File: src/sv/thbp_pkg.sv
`default_nettype none
// ----------------------------------------------------------------------------
// thbp_pkg
// Shared types and constants for the threshold / 1bpp packing block.
// ----------------------------------------------------------------------------
package thbp_pkg;

    // Column counter width default
    localparam int COLUMN_BITS_DEF = 16;

    // Configuration port geometry
    localparam int CFG_INDEX_W = 4;
    localparam int CFG_DATA_W  = 16;

    // Register indexes
    localparam logic [CFG_INDEX_W-1:0] REG_THRESHOLD = 4'd0;
    localparam logic [CFG_INDEX_W-1:0] REG_ROW_WIDTH = 4'd1;

    // Register reset values
    localparam logic [7:0]  THRESHOLD_RESET = 8'd127;
    localparam logic [15:0] ROW_WIDTH_RESET = 16'd1;

    // Byte-count field width: one data byte plus up to three padding bytes
    localparam int BURST_W = 3;

    // Burst of output bytes produced by one pixel
    typedef struct packed {
        logic               valid;
        logic [7:0]         data;
        logic [BURST_W-1:0] count;
        logic               row_end;
    } burst_t;

endpackage
`default_nettype wire

File: src/sv/thbp_pack.sv
`default_nettype none
// ----------------------------------------------------------------------------
// thbp_pack
// Thresholds one pixel, packs its bit MSB first and tracks row position;
// describes the output bytes the pixel causes as one burst.
// ----------------------------------------------------------------------------
module thbp_pack #(
    parameter int COLUMN_BITS = thbp_pkg::COLUMN_BITS_DEF
) (
    input  wire logic            clk,
    input  wire logic            rst_n,
    input  wire logic [31:0]     pixel_word,
    input  wire logic            accept,
    input  wire logic [7:0]      threshold,
    input  wire logic [15:0]     row_width,
    output thbp_pkg::burst_t     burst
);
    import thbp_pkg::*;

    logic [COLUMN_BITS-1:0] column_reg, column_next;
    logic [2:0]             bit_pos_reg, bit_pos_next;
    logic [7:0]             partial_reg, partial_next;
    logic [1:0]             mod4_reg, mod4_next;

    logic [9:0]             chan_sum;
    logic [9:0]             limit;
    logic                   hit;
    logic [7:0]             packed_byte;
    logic [COLUMN_BITS-1:0] column_inc;
    logic [COLUMN_BITS-1:0] width_cmp;
    logic                   row_done;
    logic                   data_emit;
    logic [1:0]             mod4_after;
    logic [1:0]             pad_count;

    // Average above threshold: sum/3 > t  <=>  sum > 3t + 2
    assign chan_sum = 10'(pixel_word[15:8]) + 10'(pixel_word[23:16])
                    + 10'(pixel_word[31:24]);
    assign limit    = {1'b0, threshold, 1'b0} + 10'(threshold) + 10'd2;
    assign hit      = chan_sum > limit;

    // Insert the pixel bit into the byte under assembly
    assign packed_byte = partial_reg | (8'(hit) << bit_pos_reg);

    // Row position, compared within the counter width
    assign column_inc = column_reg + COLUMN_BITS'(1);
    assign width_cmp  = COLUMN_BITS'(row_width);
    assign row_done   = column_inc == width_cmp;

    // A data byte leaves when full or flushed at row end
    assign data_emit  = (bit_pos_reg == 3'd0) || row_done;
    assign mod4_after = mod4_reg + 2'(data_emit);
    assign pad_count  = row_done ? (2'd0 - mod4_after) : 2'd0;

    always_comb
    begin
        burst.valid   = data_emit;
        burst.data    = packed_byte;
        burst.count   = BURST_W'(data_emit) + BURST_W'(pad_count);
        burst.row_end = row_done;
    end

    // Advance packing state for each accepted pixel
    always_comb
    begin
        partial_next = data_emit ? 8'd0 : packed_byte;
        bit_pos_next = data_emit ? 3'd7 : bit_pos_reg - 3'd1;
        column_next  = row_done ? '0 : column_inc;
        mod4_next    = row_done ? 2'd0 : mod4_after;
    end

    always_ff @(posedge clk or negedge rst_n)
    begin
        if (!rst_n)
        begin
            column_reg  <= '0;
            bit_pos_reg <= 3'd7;
            partial_reg <= 8'd0;
            mod4_reg    <= 2'd0;
        end
        else if (accept)
        begin
            column_reg  <= column_next;
            bit_pos_reg <= bit_pos_next;
            partial_reg <= partial_next;
            mod4_reg    <= mod4_next;
        end
    end

    // A fresh byte has no bits set yet
    a_fresh_byte_clear: assert property (@(posedge clk) disable iff (!rst_n)
        bit_pos_reg == 3'd7 |-> partial_reg == 8'd0)
        else $error("partial byte not clear at start of byte");

endmodule
`default_nettype wire

File: src/sv/thbp_emit.sv
`default_nettype none
// ----------------------------------------------------------------------------
// thbp_emit
// Output stage: holds the current burst and one pending burst, and plays
// each burst out as a data byte followed by zero padding bytes.
// ----------------------------------------------------------------------------
module thbp_emit (
    input  wire logic             clk,
    input  wire logic             rst_n,
    input  wire thbp_pkg::burst_t burst,
    input  wire logic             accept,
    output logic                  in_ready,
    output logic [7:0]            out_byte,
    output logic                  row_end,
    output logic                  last_of_run,
    output logic                  out_valid,
    input  wire logic             out_ready
);
    import thbp_pkg::*;

    logic               cur_valid_reg;
    logic [7:0]         cur_byte_reg;
    logic [BURST_W-1:0] cur_count_reg;
    logic               cur_row_end_reg;
    logic               pend_valid_reg;
    logic [7:0]         pend_byte_reg;
    logic [BURST_W-1:0] pend_count_reg;
    logic               pend_row_end_reg;

    logic               load;
    logic               take;
    logic               last;
    logic               cur_free;

    assign load     = accept && burst.valid;
    assign take     = cur_valid_reg && out_ready;
    assign last     = cur_count_reg == BURST_W'(1);
    assign cur_free = !cur_valid_reg || (take && last);

    assign in_ready    = !pend_valid_reg;
    assign out_valid   = cur_valid_reg;
    assign out_byte    = cur_byte_reg;
    assign last_of_run = last;
    assign row_end     = cur_row_end_reg && last;

    // Control: refill the current burst from pending or new, else advance
    always_ff @(posedge clk or negedge rst_n)
    begin
        if (!rst_n)
        begin
            cur_valid_reg  <= 1'b0;
            pend_valid_reg <= 1'b0;
        end
        else if (cur_free)
        begin
            if (pend_valid_reg)
            begin
                cur_valid_reg  <= 1'b1;
                pend_valid_reg <= load;
            end
            else
            begin
                cur_valid_reg <= load;
            end
        end
        else if (load)
        begin
            pend_valid_reg <= 1'b1;
        end
    end

    // Payload: move bursts along, zero the byte after the data transfer
    always_ff @(posedge clk)
    begin
        if (cur_free)
        begin
            if (pend_valid_reg)
            begin
                cur_byte_reg     <= pend_byte_reg;
                cur_count_reg    <= pend_count_reg;
                cur_row_end_reg  <= pend_row_end_reg;
                pend_byte_reg    <= burst.data;
                pend_count_reg   <= burst.count;
                pend_row_end_reg <= burst.row_end;
            end
            else
            begin
                cur_byte_reg    <= burst.data;
                cur_count_reg   <= burst.count;
                cur_row_end_reg <= burst.row_end;
            end
        end
        else
        begin
            if (take)
            begin
                cur_byte_reg  <= 8'd0;
                cur_count_reg <= cur_count_reg - BURST_W'(1);
            end
            if (load)
            begin
                pend_byte_reg    <= burst.data;
                pend_count_reg   <= burst.count;
                pend_row_end_reg <= burst.row_end;
            end
        end
    end

    a_count_nonzero: assert property (@(posedge clk) disable iff (!rst_n)
        cur_valid_reg |-> cur_count_reg != '0)
        else $error("active burst with zero byte count");

    a_padding_zero: assert property (@(posedge clk) disable iff (!rst_n)
        (take && !last) |=> (cur_valid_reg && out_byte == 8'd0))
        else $error("padding byte not zero");

    a_row_end_last: assert property (@(posedge clk) disable iff (!rst_n)
        (out_valid && row_end) |-> last_of_run)
        else $error("row end on a byte that does not close its burst");

    a_no_overrun: assert property (@(posedge clk) disable iff (!rst_n)
        pend_valid_reg |-> cur_valid_reg)
        else $error("pending burst without a current burst");

endmodule
`default_nettype wire

File: src/sv/threshold_binarize_pack_1bpp.sv
`default_nettype none
// ----------------------------------------------------------------------------
// threshold_binarize_pack_1bpp
// Thresholds 32-bit pixels against a brightness level and packs them into
// 1bpp rows, each row padded with zero bytes to a multiple of four bytes.
// ----------------------------------------------------------------------------
// Output: a pixel's burst is registered into the output byte register, or into
//   the pending buffer while that register is busy. Throughput: one pixel per
//   cycle while the pending buffer is empty; a burst of N bytes (N up to 4 at a
//   row end) holds the single output byte register until all N are taken.
// Reset: packing state cleared (bit position 7), threshold 127, row width 1,
//   output empty; no clearing pass.
module threshold_binarize_pack_1bpp #(
    parameter int COLUMN_BITS = thbp_pkg::COLUMN_BITS_DEF
) (
    input  wire logic                        clk,
    input  wire logic                        rst_n,
    input  wire logic                        cfg_valid,
    output logic                             cfg_ready,
    input  wire logic [thbp_pkg::CFG_INDEX_W-1:0] cfg_index,
    input  wire logic [thbp_pkg::CFG_DATA_W-1:0]  cfg_data,
    input  wire logic                        in_valid,
    output logic                             in_ready,
    input  wire logic [31:0]                 pixel_word,
    output logic                             out_valid,
    input  wire logic                        out_ready,
    output logic [7:0]                       out_byte,
    output logic                             row_end,
    output logic                             last_of_run
);
    import thbp_pkg::*;

    logic [7:0]  threshold_reg;
    logic [15:0] row_width_reg;
    logic        accept;
    burst_t      burst;

    assign cfg_ready = 1'b1;
    assign accept    = in_valid && in_ready;

    // Decode register writes; unknown indexes are dropped
    always_ff @(posedge clk or negedge rst_n)
    begin
        if (!rst_n)
        begin
            threshold_reg <= THRESHOLD_RESET;
            row_width_reg <= ROW_WIDTH_RESET;
        end
        else if (cfg_valid)
        begin
            unique case (cfg_index)
                REG_THRESHOLD: threshold_reg <= cfg_data[7:0];
                REG_ROW_WIDTH: row_width_reg <= cfg_data[15:0];
                default:       ;
            endcase
        end
    end

    // Threshold and pack
    thbp_pack #(
        .COLUMN_BITS (COLUMN_BITS)
    ) u_pack (
        .clk        (clk),
        .rst_n      (rst_n),
        .pixel_word (pixel_word),
        .accept     (accept),
        .threshold  (threshold_reg),
        .row_width  (row_width_reg),
        .burst      (burst)
    );

    // Play out byte bursts
    thbp_emit u_emit (
        .clk         (clk),
        .rst_n       (rst_n),
        .burst       (burst),
        .accept      (accept),
        .in_ready    (in_ready),
        .out_byte    (out_byte),
        .row_end     (row_end),
        .last_of_run (last_of_run),
        .out_valid   (out_valid),
        .out_ready   (out_ready)
    );

endmodule
`default_nettype wire

File: config.mk
export PLATFORM = sky130hd
export DESIGN_NAME = threshold_binarize_pack_1bpp
export DESIGN_NICKNAME = d
export VERILOG_FILES = /design/src/sv/thbp_pkg.sv /design/src/sv/thbp_pack.sv /design/src/sv/thbp_emit.sv /design/src/sv/threshold_binarize_pack_1bpp.sv
export SDC_FILE = /design/constraint.sdc
export NUM_CORES = 1
export LEC_CHECK = 0
export ABC_AREA = 1
export BUFFER_PORTS_ARGS = -buffer_cell sky130_fd_sc_hd__buf_2
export CAP_MARGIN = 30
export CELL_PAD_IN_SITES_DETAIL_PLACEMENT = 0
export CELL_PAD_IN_SITES_GLOBAL_PLACEMENT = 1
export CORE_ASPECT_RATIO = 0.9
export CORE_MARGIN = 2
export CORE_UTILIZATION = 44
export CTS_CLUSTER_DIAMETER = 120
export DETAILED_ROUTE_END_ITERATION = 10
export PLACE_DENSITY_LB_ADDON = 0.08
export SETUP_SLACK_MARGIN = 0.5
export SYNTH_ARGS = -nofsm -noshare
export SYNTH_HDL_FRONTEND = slang
export SYNTH_SLANG_ARGS = --single-unit
export TNS_END_PERCENT = 1
File: constraint.sdc
create_clock -name clk -period 4.3 [get_ports clk]
set_input_delay 1.075 -clock clk [delete_from_list [all_inputs] [get_ports clk]]
set_output_delay 1.075 -clock clk [all_outputs]
set_load 0.005 [all_outputs]
# Word-level counts from Yosys, hierarchy flattened
# Cells that the tools add are included.
classes:
  mux: 25
  eq_ne: 4
  addsub: 10
  magnitude_cmp: 1
  n_reduce_logical: 16
  bitwise_logic: 1
  shifts: 1
ops:
  columns: ["op", "count"]
  rows:
  - ["two-way mux 8 bit", 7]
  - ["two-way mux 3 bit", 7]
  - ["adder 16 x 1 -> 16 bit (second input constant)", 1]
  - ["== test 16 bit", 1]
  - ["two-way mux 16 bit", 1]
  - ["adder 10 x 2 -> 10 bit (second input constant)", 1]
  - ["adder 10 x 8 -> 10 bit", 1]
  - ["adder 9 x 8 -> 10 bit", 1]
  - ["greater-than comparator 10 bit", 1]
  - ["adder 8 x 8 -> 9 bit", 1]
  - ["two-way mux 1 bit", 8]
  - ["OR 8 bit", 1]
  - ["left shift 1 x 3 -> 8 bit", 1]
  - ["AND reduction 2 bit", 3]
  - ["subtractor 3 x 1 -> 3 bit (second input constant)", 2]
  - ["logical AND 1 bit", 5]
  - ["== test 4 x 1 -> 1 bit (second input constant)", 1]
  - ["zero test 4 bit", 1]
  - ["two-way mux 2 bit", 2]
  - ["nonzero test 2 bit", 2]
  - ["adder 1 x 2 -> 3 bit", 1]
  - ["== test 3 x 1 -> 1 bit (second input constant)", 1]
  - ["zero test 3 bit", 1]
  - ["adder 2 x 1 -> 2 bit", 1]
  - ["other kinds (4)", 6]
totals:
  elab_cells: 72
  out_inout_bits: 13
  register_bits: 79
  inputBits: 57

# Longest topological paths before layout
logic_depth:
  word_depth: 9
  mapped_depth: 24
  depth_no_buf: 24

# Hierarchy
# Synthesis repeated with hierarchy kept, for this count alone.
unflattened:
  cells_unflattened: 681
  area_unflattened_um2: 5407.7
by_module_without_submodules:
  columns: ["mod", "area_per_inst_um2", "instances", "seq_area_each_um2", "cells_each"]
  rows:
  - ["thbp_pack", 3244.4, 1, 729.4, 468]
  - ["thbp_emit", 1111.1, 1, 770.7, 100]
  - ["threshold_binarize_pack_1bpp", 1052.3, 1, 610.6, 113]

# Worst setup path before layout
# No wires, ideal clock.
synth_timing:
  path_type: "input-to-reg"
  start: "input pixel_word[8]"
  end: "register u_emit.cur_byte_reg[4], in the netlist u_emit.out_byte[4], data pin"
  setup_ns: 0.152
  t_arrival_ns: 4.315
  cell_stages: 24
  t_required_ns: 4.148
  n_path_buf: 0
  slack_ns: -0.167
  path_cell_list: "ha_1 -> inv_1 -> fa_1 -> o21ai_0 -> a21oi_1 -> o21ai_0 -> xnor2_1 -> inv_1 -> ha_1 -> a21oi_1 -> nand2_1 -> a21oi_1 -> nor2_1 -> ha_1 -> nand2_1 -> nor2_1 -> o211ai_1 -> nand3_1 -> nand2_1 -> nor2_1 -> nand2_1 -> nor2_1 -> nor2_1 -> o21ai_0"
synth_between:
  elab_chain_len: 7
synth_rtl:
  columns: ["item", "line", "source"]
  rows:
  - ["from (decl)", "threshold_binarize_pack_1bpp.sv:24", "input wire logic [31:0] pixel_word,"]
  - ["adder 8 x 8 -> 9 bit", "thbp_pack.sv:37", "assign chan_sum = 10'(pixel_word[15:8]) + 10'(pixel_word[23:16])"]
  - ["adder 10 x 8 -> 10 bit", "thbp_pack.sv:38", "+ 10'(pixel_word[31:24]);"]
  - ["greater-than comparator 10 bit", "thbp_pack.sv:40", "assign hit = chan_sum > limit;"]
  - ["left shift 1 x 3 -> 8 bit", "thbp_pack.sv:43", "assign packed_byte = partial_reg | (8'(hit) << bit_pos_reg);"]
  - ["OR 8 bit", "thbp_pack.sv:43", null]
  - ["two-way mux 8 bit", "thbp_emit.sv:77", "if (pend_valid_reg)"]
  - ["two-way mux 8 bit", "thbp_emit.sv:75", "if (cur_free)"]
  - ["to (signal assigned)", "thbp_emit.sv:79", "cur_byte_reg <= pend_byte_reg;"]
  - ["to (signal assigned)", "thbp_emit.sv:88", "cur_byte_reg <= burst.data;"]
  - ["to (decl)", "thbp_emit.sv:22", "logic [7:0] cur_byte_reg;"]
# Every way passes these cells.
# A chain may end at the register's enable or synchronous reset.

# Final worst setup path
layout_timing:
  start: "input pixel_word[16]"
  end: "register u_pack.partial_reg[5]"
layout_between:
  elab_chain_len: 6
layout_rtl:
  columns: ["item", "line", "source"]
  rows:
  - ["adder 8 x 8 -> 9 bit", "thbp_pack.sv:37", null]
  - ["adder 10 x 8 -> 10 bit", "thbp_pack.sv:38", null]
  - ["greater-than comparator 10 bit", "thbp_pack.sv:40", null]
  - ["left shift 1 x 3 -> 8 bit", "thbp_pack.sv:43", null]
  - ["OR 8 bit", "thbp_pack.sv:43", null]
  - ["two-way mux 8 bit", "thbp_pack.sv:66", "partial_next = data_emit ? 8'd0 : packed_byte;"]
  - ["to (signal assigned)", "thbp_pack.sv:85", "partial_reg <= partial_next;"]
  - ["to (decl)", "thbp_pack.sv:22", "logic [7:0] partial_reg, partial_next;"]
# Every way passes these cells.

==> results.txt <==
----------------------------------------------------
[STA]
  Setup skew after layout ... 6.74 ps
  PnR worst setup slack ... -29.4 ps
  Unrepaired setup endpoints after global routing ... yes
  Measured slew at the worst slew-check pin ... 788 ps
  Worst relative slew slack ... 47.5%
  Final Hold Viols ... 0
  Final clock period utilization by the worst path ... 101%
  Final period demand of the worst path ... 4330 ps
  Setup-violating endpoint count in the final report ... 4
  Final max-slew violation count ... 0
  Maximum operating frequency ... 0.231 GHz

[Clock network]
  Clock Pin Slew Worst Setup and Hold Paths ... 60 ps
  TritonCTS sink count ... 79
  Level count of the clock H-tree ... 3
  TritonCTS clock tree ... done
  Clk root buf ... clkbuf_16
  Maximum root-to-sink buffer count ... 2
  Clock latency on the worst-skew pair ... 340 ps
  CTS buffer count ... 9
  Post-CTS Hold Buffers ... 0

[Routing]
  Metal1 wirelength ... 5.55 mm
  Post-DR wirelength/cell ... 12.7 um
  Number of iterations in the first detailed-routing pass ... 4
  Total via count after detailed routing ... 4381
  DRC violations left ... 0
  Starting DRT DRC Count ... 178
  DR WL met3 ... 359 um
  Highest metal used ... met4
  Routed length on met2 ... 5.27 mm
  Routed wire length ... 11.4 mm
  Final ANT Viol Nets ... 0
  Vias per cell ... 4.92

[Floorplan]
  Horizontal extent of the die ... 120 um
  Initial cell density of the core ... 44.7%
  Die Outline Area ... 13000 um^2
  Number of top-level design ports ... 70
  Std-Cell Core Area ... 11900 um^2
  Die outline height ... 108 um
  Cell row count ... 38

[Worst setup path]
  Crit path required time ... 4570 ps
  Sort of element at the end of the critical path ... flip-flop
  Worst path arrival time ... 4600 ps
  Critical path start-end classification ... input port to flip-flop
  Max FO, Critical Path ... 3
  Startpoint types ... input port

[Final layout]
  Filler cells ... 1078
  Final Net Count ... 835
  Final antenna diode count ... 0
  Final cell area excluding filler cells ... 6570 um^2
  Finished Core Util ... 55.0%
  Area overhead of the layout relative to synthesis ... 23.0%
  Share of post-route cells with drive strength above 1 ... 26.1%

[Synth]
  Largest cells by area after synthesis ... dfrtp_1 21%, edfxtp_1 14%, ha_1 11%
  Dominant cell type by area after synthesis ... dfrtp_1
  Cell variety after synth ... 42
  Mapped Cells ... 646
  Average instance area after synthesis ... 8.26 um^2
  Asr flop ratio synth ... 69.6%
  Fraction of synthesized cell area taken by the top area cell type ... 20.6%
  Yosys warns ... 0
  Synthesized netlist net count ... 755
  Total of flip-flops plus latches after synthesis ... 79
  Post-synth design cell area ... 5340 um^2
  Number of synthesized flops with an enable pin ... 24
  Portion of the post-synthesis area used by sequential elements ... 39.5%
  Dominant synthesized flop cell ... dfrtp_1

[Power]
  Power density relative to cell area ... 594 nW/um^2
  Worst vdd rail ir drop ... 0.278 mV
  Leakage power ... 3.14 nW

[Min path]
  Worst hold-check path type ... flip-flop to flip-flop

[Global routing]
  Congestion Overflow GR ... 0
  Largest net degree at the start of global routing ... 34
  Initial antenna violation count ... 0
  Vias in the first global route ... 4201
  Global-route wire length before repair ... 19.5 mm
  Global-route usage over all layers ... 18.8%

[Place]
  Number of buffers inserted by port buffering ... 60
  HPWL after detailed placement ... 8.51 mm
  Final GP Congestion ... 0.833
  Placed inst area ... 5940 um^2

[Run status]
  Status ... finished, violations left
  Failing checks ... setup timing

[Job]
  Maximum capacitance violations ... 0

----------------------------------------------------
-- synthesized netlist by cell type, types with 2 or more instances --
| cell type | number |
|---|---|
| nand2_1 | 125 |
| and2_1 | 2 |
| a211oi_1 | 2 |
| nand4_1 | 17 |
| o21ai_1 | 6 |
| nor2_4 | 4 |
| inv_1 | 94 |
| fa_1 | 3 |
| nor3_1 | 3 |
| ha_1 | 49 |
| o21ai_2 | 2 |
| clkinv_1 | 2 |
| buf_6 | 2 |
| xnor3_1 | 2 |
| o21bai_1 | 2 |
| a21oi_1 | 45 |
| nand3b_1 | 2 |
| o21ai_0 | 42 |
| edfxtp_1 | 24 |
| nand2_2 | 6 |
| xor2_1 | 15 |
| xnor2_1 | 12 |
| dfrtp_1 | 44 |
| clkbuf_1 | 8 |
| nor2_1 | 55 |
| nor2_2 | 6 |
| nand3_2 | 8 |
| or2_2 | 2 |
| nand3_1 | 38 |
| dfstp_2 | 11 |
| mux2_2 | 2 |
-- routing by layer --
metal / GRT usage (%) / up-vias
li1: - / 2283
met1: 25.0 / 2009
met2: 30.2 / 73
met3: 4.22 / 16
met4: 7.23 / 0
met5: 0 / -
-- final cells by class --
cell class / count / area [um^2] / area share (%)
multi-input combinational: 458 / 3070 / 46.7
sequential: 79 / 2110 / 32.2
timing repair buffer: 82 / 485 / 7.39
inverter: 96 / 360 / 5.49
clock buffer: 12 / 246 / 3.75
tap: 160 / 200 / 3.05
clock inverter: 4 / 93.8 / 1.43
-- layout by cell type (no fill, tap or decap), types with 5 or more instances in the layout --
cell	instances
nand3_1	38
dfstp_2	11
clkbuf_16	9
o21ai_2	6
nand3_2	8
nand4_1	17
nor2_1	36
nand2_2	11
xnor2_1	10
ha_4	5
edfxtp_1	24
dfrtp_1	44
nor2_4	11
buf_4	21
ha_1	44
o21ai_0	34
nor2_2	18
xor2_1	14
a21oi_2	10
buf_2	58
o21ai_1	9
inv_1	93
a21oi_1	35
nand2_1	118
-- worst max-delay path, stage by stage --
cell and delay [ps]:
buf_6 80, ha_4 120, inv_2 40, fa_2 430, o21ai_4 190, a21oi_2 80, o21ai_2 170, xnor2_1 140
inv_1 90, ha_4 250, a21oi_2 150, nand2_2 100, a21oi_2 150, nor2_1 60, ha_1 320, nand2_2 80
nor2_4 130, o211ai_1 100, nand3_1 100, nand2_2 100, nor2_4 160, nand2_4 80, nor2_4 120, buf_4 120
a21oi_1 50, a21oi_1 120
-- metrics by stage --
stage	setup TNS, ps	std cells	hold slack [ps]	worst slack [ps]	total power, mW
after CTS	0	890	511	37.6	3.78
after detailed placement	-7350	872	495	-414	2.84
after floorplan	0	646	466	114	2.41
final	-61.9	891	505	-29.4	3.90
after global routing	-5420	891	537	-308	4.27
after global placement	-5380	871	491	-298	2.78
-- timing repair --
action | 4_1_cts | 5_1_grt
gates cloned | 0 | 0
pin swaps | 8 | 39
endpoints found under the setup margin | 24 | 24
gates resized for setup | 11 | 55
buffers inserted | 2 | 1
-- cells by family (layout without fill, tap and decap cells) --
| kind of cell | after synthesis | after routing | synth area share, % |
|---|---|---|---|
| compound gates | 104 | 104 | 10.5 |
| flops | 79 | 79 | 39.5 |
| other cells | 1 | 1 | 0.0703 |
| fa+ha+maj | 52 | 52 | 12.6 |
| mux | 2 | 2 | 0.422 |
| buf+inv | 109 | 194 | 8.25 |
| simple gates | 270 | 270 | 23.3 |
| xor+xnor | 29 | 29 | 5.27 |
-- report_power, final --
part / total (mW) / internal [mW] / switching (mW)
clock: 0.882 / 0.582 / 0.300
combinational: 1.72 / 0.711 / 1.01
sequential: 1.30 / 1.10 / 0.198
total: 3.90 / 2.40 / 1.51
-- final timing paths --
check / start / to / slack (ps) / cells after the start
max: pixel_word[16] / u_pack.partial_reg[5] / -30 / 26
min: row_width_reg[0] / row_width_reg[0] / 500 / 2
max reg2reg: threshold_reg[0] / u_pack.partial_reg[5] / 710 / 23
min reg2reg: row_width_reg[0] / row_width_reg[0] / 500 / 2
max in group asynchronous: rst_n / threshold_reg[3] / 2620 / 2
min in group asynchronous: rst_n / u_emit.pend_valid_reg / 810 / 1
Note: power is estimated with default switching activity, not from simulation.
